`src/hw/rtl/shtn_pkg.sv`:
```
`timescale 1ns / 1ps
`default_nettype none

package shtn_pkg;

    // Store sizes and field widths.
    localparam int HIST_BINS   = 12;
    localparam int TOP_ENTRIES = 12;
    localparam int DUMP_LEN    = (HIST_BINS > TOP_ENTRIES) ? HIST_BINS : TOP_ENTRIES;
    localparam int SMALL_LIMIT = 16;

    localparam int SIZE_W  = 32;
    localparam int ADDR_W  = 32;
    localparam int CNT_W   = 32;
    localparam int BYTES_W = 48;
    localparam int IDX_W   = 4;

    localparam int DUMP_W = $clog2(DUMP_LEN);
    localparam int BIN_W  = $clog2(HIST_BINS);
    localparam int TOP_IW = (TOP_ENTRIES > 1) ? $clog2(TOP_ENTRIES) : 1;

    // Operation codes.
    typedef logic [1:0] op_t;
    localparam op_t OP_RECORD = 2'd0;
    localparam op_t OP_DUMP   = 2'd1;
    localparam op_t OP_CLEAR  = 2'd2;

    typedef struct packed {
        op_t                operation;
        logic [SIZE_W-1:0]  block_size;
        logic               block_used;
        logic [ADDR_W-1:0]  block_address;
    } req_t;

    typedef struct packed {
        logic [IDX_W-1:0]   entry_index;
        logic [CNT_W-1:0]   bin_count;
        logic [BYTES_W-1:0] bin_bytes;
        logic [SIZE_W-1:0]  top_size;
        logic [ADDR_W-1:0]  top_address;
        logic [CNT_W-1:0]   total_blocks;
        logic [BYTES_W-1:0] total_bytes;
        logic               last_entry;
    } rsp_t;

    // Control from the top level to the top list.
    typedef struct packed {
        logic insert;
        logic clear;
    } tl_ctl_t;

    // Power-of-two bin of a block size; the thresholds rise, so the last hit wins.
    function automatic logic [BIN_W-1:0] bin_of(input logic [SIZE_W-1:0] size);
        logic [BIN_W-1:0] b;
        b = '0;
        for (int i = 1; i < HIST_BINS; i++) begin
            if (size >= (SIZE_W'(SMALL_LIMIT) << (i - 1))) begin
                b = BIN_W'(i);
            end
        end
        return b;
    endfunction

    // Count increment that sticks at all ones.
    function automatic logic [CNT_W-1:0] sat_inc(input logic [CNT_W-1:0] cnt);
        return (&cnt) ? cnt : cnt + CNT_W'(1);
    endfunction

    // Byte sum add that sticks at all ones.
    function automatic logic [BYTES_W-1:0] sat_add(input logic [BYTES_W-1:0] sum,
                                                   input logic [SIZE_W-1:0]  size);
        logic [BYTES_W:0] s;
        s = {1'b0, sum} + (BYTES_W + 1)'(size);
        return s[BYTES_W] ? {BYTES_W{1'b1}} : s[BYTES_W-1:0];
    endfunction

endpackage

`default_nettype wire

```
`src/hw/rtl/shtn_top_list.sv`:
```
`timescale 1ns / 1ps
`default_nettype none

module shtn_top_list (
    input  wire logic                           clk,
    input  wire logic                           rst_n,
    input  wire shtn_pkg::tl_ctl_t              ctl,
    input  wire logic [shtn_pkg::SIZE_W-1:0]    size,
    input  wire logic [shtn_pkg::ADDR_W-1:0]    addr,
    input  wire logic [shtn_pkg::DUMP_W-1:0]    rank,
    output logic      [shtn_pkg::SIZE_W-1:0]    rank_size,
    output logic      [shtn_pkg::ADDR_W-1:0]    rank_addr
);

    logic [shtn_pkg::SIZE_W-1:0] size_reg  [shtn_pkg::TOP_ENTRIES];
    logic [shtn_pkg::ADDR_W-1:0] addr_reg  [shtn_pkg::TOP_ENTRIES];
    logic [shtn_pkg::SIZE_W-1:0] size_next [shtn_pkg::TOP_ENTRIES];
    logic [shtn_pkg::ADDR_W-1:0] addr_next [shtn_pkg::TOP_ENTRIES];
    logic [shtn_pkg::TOP_ENTRIES-1:0] gt;

    // The list is descending, so the strict compares form a thermometer code.
    // The first rank that compares larger takes the new block and the ranks
    // below it take their upper neighbor.
    always_comb
    begin
        for (int i = 0; i < shtn_pkg::TOP_ENTRIES; i++) begin
            gt[i] = size > size_reg[i];
        end
        for (int i = 0; i < shtn_pkg::TOP_ENTRIES; i++) begin
            size_next[i] = size_reg[i];
            addr_next[i] = addr_reg[i];
            if (gt[i]) begin
                if (i == 0) begin
                    size_next[i] = size;
                    addr_next[i] = addr;
                end else if (!gt[i - 1]) begin
                    size_next[i] = size;
                    addr_next[i] = addr;
                end else begin
                    size_next[i] = size_reg[i - 1];
                    addr_next[i] = addr_reg[i - 1];
                end
            end
        end
    end

    always_ff @(posedge clk or negedge rst_n)
    begin
        if (!rst_n) begin
            for (int i = 0; i < shtn_pkg::TOP_ENTRIES; i++) begin
                size_reg[i] <= '0;
                addr_reg[i] <= '0;
            end
        end else if (ctl.clear) begin
            for (int i = 0; i < shtn_pkg::TOP_ENTRIES; i++) begin
                size_reg[i] <= '0;
                addr_reg[i] <= '0;
            end
        end else if (ctl.insert) begin
            for (int i = 0; i < shtn_pkg::TOP_ENTRIES; i++) begin
                size_reg[i] <= size_next[i];
                addr_reg[i] <= addr_next[i];
            end
        end
    end

    // Read port for the dump; ranks past the list read as zero.
    always_comb
    begin
        rank_size = '0;
        rank_addr = '0;
        if (int'(rank) < shtn_pkg::TOP_ENTRIES) begin
            rank_size = size_reg[rank[shtn_pkg::TOP_IW-1:0]];
            rank_addr = addr_reg[rank[shtn_pkg::TOP_IW-1:0]];
        end
    end

endmodule

`default_nettype wire

```
`config.mk`:
```
export PLATFORM = sky130hd
export DESIGN_NAME = shtn_top_list
export DESIGN_NICKNAME = d
export VERILOG_FILES = /design/src/hw/rtl/shtn_pkg.sv /design/src/hw/rtl/shtn_top_list.sv
export SDC_FILE = /design/constraint.sdc
export NUM_CORES = 2
export LEC_CHECK = 0
export BUFFER_PORTS_ARGS = -buffer_cell sky130_fd_sc_hd__buf_2
export CORE_MARGIN = 4
export CORE_UTILIZATION = 50
export DETAILED_ROUTE_END_ITERATION = 12
export PLACE_DENSITY = 0.75
export RECOVER_POWER = 50
export SLEW_MARGIN = 10
export SYNTH_ARGS = -nofsm -noshare
export SYNTH_HDL_FRONTEND = slang
export SYNTH_SLANG_ARGS = --single-unit
```
`constraint.sdc`:
```
create_clock -name clk -period 4.82 [get_ports clk]
set_clock_uncertainty 0.05 [all_clocks]
set_input_delay 1.446 -clock clk [delete_from_list [all_inputs] [get_ports clk]]
set_output_delay 1.446 -clock clk [all_outputs]
set_load 0.1 [all_outputs]
```
Yosys cells after proc, flatten, opt, wreduce, memory -nomap -nowiden
Index checks and enable logic that the tools add are counted.
{ "word_totals": {"reg_bits": 768, "latchBits": 0, "ram_bits": 0, "rom_bits": 0, "input_bits": 72, "output_inout_bits": 64, "wordCells": 122, "mem_count": 0} }
{ "classes": {"n_addsub": 0, "multipliers": 0, "n_div": 0, "order_cmp": 14, "n_eq_ne": 0, "n_shift": 0, "mux": 58, "bitwise_logic": 1, "reduce_logical": 25} }
{ "ops": {"columns": ["cell", "count"], "rows": [
  ["$mux W32", 52],
  ["$mux W384", 4],
  ["$gt A32 B32 Y1", 12],
  ["$bmux W32 S4", 2],
  ["$reduce_bool A2 Y1", 13],
  ["$reduce_and A2 Y1", 12],
  ["$ge A5 B5 Y1 const B", 1],
  ["$not A4 Y5", 1],
  ["$lt A4 B4 Y1 const B", 1]
]} }

Depth between registers and ports, before layout
{ "logic_depth": {"ltp_word": 5, "depth_mapped": 12, "ltp_nobuf": 9} }

Least setup slack after synthesis
No wires, ideal clock.
{ "synth_timing": {"path_kind": "input to output", "start": "input rank[3] (netlist bit)", "end": "output rank_addr[15] (netlist bit)", "t_arrival_ns": 5.129, "setup_slack_ns": -1.805, "cell_stages": 6, "path_buffers": 3, "path_cell_list": "clkbuf_1 buf_1 buf_1 mux4_2 mux2i_1 o21ai_0"} }
{ "synth_via": {"elab_chain_len": 5, "elab_cells_between_ends": 6, "cone_classes": "order compare (1); mux (4); bitwise (1)"} }
{ "synth_rtl": {"columns": ["item", "line_no", "source"], "rows": [
  ["start: declaration", "shtn_top_list.sv:10", "input wire logic [shtn_pkg::DUMP_W-1:0] rank,"],
  ["$not A4 Y5 (implied by the code)", "shtn_top_list.sv:74", "rank_addr = addr_reg[rank[shtn_pkg::TOP_IW-1:0]];"],
  ["$bmux W32 S4", "shtn_top_list.sv:74", null],
  ["$mux W32 (implied by the code) (2 in series)", "shtn_top_list.sv:74", null],
  ["$mux W32 (*)", "shtn_top_list.sv:72", "if (int'(rank) < shtn_pkg::TOP_ENTRIES) begin"],
  ["end: declaration", "shtn_top_list.sv:12", "output logic [shtn_pkg::ADDR_W-1:0] rank_addr"]
]} }
Every way passes the cells marked *; elsewhere a longest branch is shown, timed or not. The select of a mux whose other input is x is not followed.

Final worst setup path
{ "layout_timing": {"start": "input size[25] (netlist bit)", "end": "register addr_reg[154] (netlist bit)"} }
{ "layout_via": {"elab_chain_len": 5, "elab_cells_between_ends": 8, "cone_classes": "order compare (2); mux (4); reduce/logical (2)"} }
{ "layout_rtl": {"columns": ["item", "line_no", "source"], "rows": [
  ["start: declaration", "shtn_top_list.sv:8", "input wire logic [shtn_pkg::SIZE_W-1:0] size,"],
  ["$gt A32 B32 Y1", "shtn_top_list.sv:27", "gt[i] = size > size_reg[i];"],
  ["$mux W32", "shtn_top_list.sv:36", "end else if (!gt[i - 1]) begin"],
  ["$mux W32", "shtn_top_list.sv:32", "if (gt[i]) begin"],
  ["$mux W384", "shtn_top_list.sv:59", "end else if (ctl.insert) begin"],
  ["$mux W384", "shtn_top_list.sv:54", "end else if (ctl.clear) begin"],
  ["end signal: indexed assignment", "shtn_top_list.sv:62", "addr_reg[i] <= addr_next[i];"],
  ["end: declaration", "shtn_top_list.sv:16", "logic [shtn_pkg::ADDR_W-1:0] addr_reg [shtn_pkg::TOP_ENTRIES];"]
]} }
Several ways; a longest one is shown, not always the timed one. The select of a mux whose other input is x is not followed.
A chain may end at the register's enable or synchronous reset.

==> reports/metrics.cfg <==
[placed_design]
hpwlAfterDp_mm = 125
gp_congestion = 1.03
io_buffers = 135
placed_cells = 6214

[worst_hold_path]
hold_path.class = reg2reg

[power_and_ir_drop]
intPower_mw = 13.0
p_sw_mw = 6.90
swShare = 0.346
p_leak_nw = 25.8
seq_power_share = 0.372
powerDensity_nw_per_um2 = 333
power_frac_clock = 0.346
pwr-share-comb = 0.282
ir_drop_mv = 0.349

[cells_and_area]
final-instance-count-excl-fill = 6386
fill_cells = 8075
areaGrowthSynthToFinish_pct = 17.8
fin_nets = 5402
drive_gt1_frac = 0.170
final_util = 0.595

[die]
core-area_um2 = 100000
die_w_um = 327
die_h_um = 327
start_util = 0.505
rows = 116
ios = 136
design.die.area_um2 = 107000

[synth]
synth_seq_cells = 768
async_flop_share = 1.00
synth_ff_type = dfrtp_1
syn_nets = 5286
synth_area_per_cell_um2 = 10.5
seq_area_frac_synth = 0.379
synth_area_um2 = 50700
yosys_warnings = 0
synth_commonest_cells = dfrtp_1 (768), mux2i_1 (638), o2bb2ai_1 (446)
yosysTopAreaCell = dfrtp_1
synth_edf_count = 0
synth_area_leaders = dfrtp_1 (38%), mux2i_1 (13%), ha_1 (9.5%)
ys_types = 65
synth_cells = 4830
post-synth-top-area-fraction = 0.379
post-synth-top-count-cell = dfrtp_1

[status]
status = complete, but fails checks
violations = capacitance limit, slew limit

[timing]
tightest_slew_ps = 2310
finalHoldViolCount = 0
finalSetupTns_ps = 0
maxSlewViolCount = 117
fin_crit_sh = 0.991
fmax_mhz = 209
hold_slack_ps = 457
rsz0062_at_grt = no
finalSetupViolCount = 0
period_needed_ps = 4780
slew_headroom = -0.537

[worst_setup_path]
cp_max_fo = 15
end_kind = register
path_class = in2reg
cp_slowest_cell = o21a_1
crit_required_ps = 5320
max_stage_delay_ps = 880
path_common_cell = buf_4
critical_path.cell_chain = buf_2 -> buf_4 -> ha_1 -> nand4_1 -> nor4_1 -> a22oi_1 -> o211ai_1 -> o21a_1 -> buf_4 -> mux2i_1 -> o2bb2ai_1
critPathArrivalTime_ps = 5280
startpoint_type = input port

[route]
detail-route-antenna-nets = 0
wl_mm = 183
num_vias = 44200
drtIter0Drc = 5363
via_per_inst = 6.92
drc_errors = 0
post_drt_wl_per_cell_um = 28.6
firstDrtPassIters = 6

[clock_tree]
htree_levels = 3
root_buffer = clkbuf_16
cts_tree = built
cts-buffers-inserted = 87
cts.path.max_buffers = 3
cts.reportedPaths.clkPinSlew_ps = 60
numClockSinks = 768
clk_latency_ps = 680

[global_routing]
grt_max_degree = 101
track_usage = 0.337
antenna_found_initial = 13
overflow = 0
grt_pass1_vias = 44500
grt_pass1_wl_mm = 277

[flow_run]
max_cap_viol_count = 2

-- per-stage QoR --
stage	setup WS (ps)	instance area [um2]	total power, mW
floorplan	13.0	51500	10.8
global placement	-145	57000	12.8
detailed placement	-157	57000	13.0
CTS	87.6	59900	19.8
global route	0.305	59700	20.6
finish	42.5	59700	19.9
-- worst max-delay path: cells and delay by family --
kind	cells	cell delay (ps)
AND/OR/NAND/NOR	2	790
adder cells (fa/ha/maj)	1	310
AO/OA/AOI/OAI	4	1590
buffers and inverters	3	880
multiplexers	1	260
-- timing repair --
item	CTS	global route
endpoints found under the setup margin	2	1
setup buffers	0	0
hold buffers	0	0
gates resized for setup	2	1
-- layout by cell type, fill, tap and decap left out, types with 18 or more instances in the layout --
| cell type | synthesis | final |
|---|---|---|
| o2bb2ai_1 | 446 | 446 |
| a221oi_1 | 67 | 67 |
| o21ai_0 | 105 | 39 |
| nand4_1 | 88 | 88 |
| o211ai_1 | 19 | 19 |
| o21ai_4 | 0 | 69 |
| nor2_1 | 97 | 95 |
| nand3_1 | 101 | 101 |
| a22oi_1 | 69 | 67 |
| clkbuf_8 | 0 | 26 |
| o22ai_1 | 63 | 63 |
| dfrtp_1 | 768 | 768 |
| a21oi_1 | 292 | 288 |
| buf_12 | 0 | 158 |
| ha_1 | 384 | 384 |
| nand2_1 | 344 | 339 |
| buf_4 | 6 | 172 |
| buf_2 | 72 | 63 |
| mux2i_1 | 638 | 637 |
| a21o_1 | 24 | 24 |
| mux4_2 | 192 | 192 |
| a211oi_1 | 73 | 73 |
| clkbuf_1 | 273 | 34 |
| clkbuf_16 | 0 | 90 |
| clkinv_2 | 0 | 18 |
| o221ai_1 | 65 | 65 |
| inv_1 | 445 | 445 |
-- per-layer routing --
metal	wire, um	vias up	track usage	share of wire
li1	-	18500	-	-
met1	68700	22000	0.437	0.38
met2	79700	2995	0.505	0.44
met3	21600	712	0.0946	0.12
met4	12700	4	0.200	0.070
met5	34	-	0.000453	0.00019
-- final timing paths --
check,slack (ps),startpoint,depth (start not counted),to
setup / recovery,40,size[25],11,addr_reg[154]
hold / removal,460,addr_reg[164],1,addr_reg[164]
setup reg to reg,690,size_reg[191],10,addr_reg[154]
hold reg to reg,460,addr_reg[164],1,addr_reg[164]
max in group asynchronous,600,rst_n,3,addr_reg[142]
min in group asynchronous,1420,rst_n,1,size_reg[131]
-- cell type report --
type                            instances  area [um2]  share of cell area
Timing Repair Buffer                  434        5020              0.0840
Clock buffer                          127        2610              0.0437
Sequential cell                       768       19200               0.322
Tap cell                             1357        1700              0.0284
Multi-Input combinational cell       3210       29200               0.488
Antenna cell                           12        30.0            0.000503
Inverter                              445        1670              0.0280
Clock inverter                         33         320             0.00536
-- power groups by stage --
stage / registers, mW / logic (mW) / clock network (mW)
floorplan: 7.29 / 3.46 / 0
global placement: 7.47 / 5.35 / 0
detailed placement: 7.49 / 5.49 / 0
CTS: 7.38 / 5.52 / 6.92
global route: 7.45 / 5.94 / 7.21
finish: 7.41 / 5.61 / 6.90
-- cell families after synthesis --
group	count (synthesis)	synth area share
AO/OA/AOI/OAI	1291	0.186
flip-flops	768	0.379
AND/OR/NAND/NOR	705	0.0629
adder cells (fa/ha/maj)	384	0.0947
multiplexers	830	0.211
buffers and inverters	852	0.0661
(Power assumes the default switching activity.)
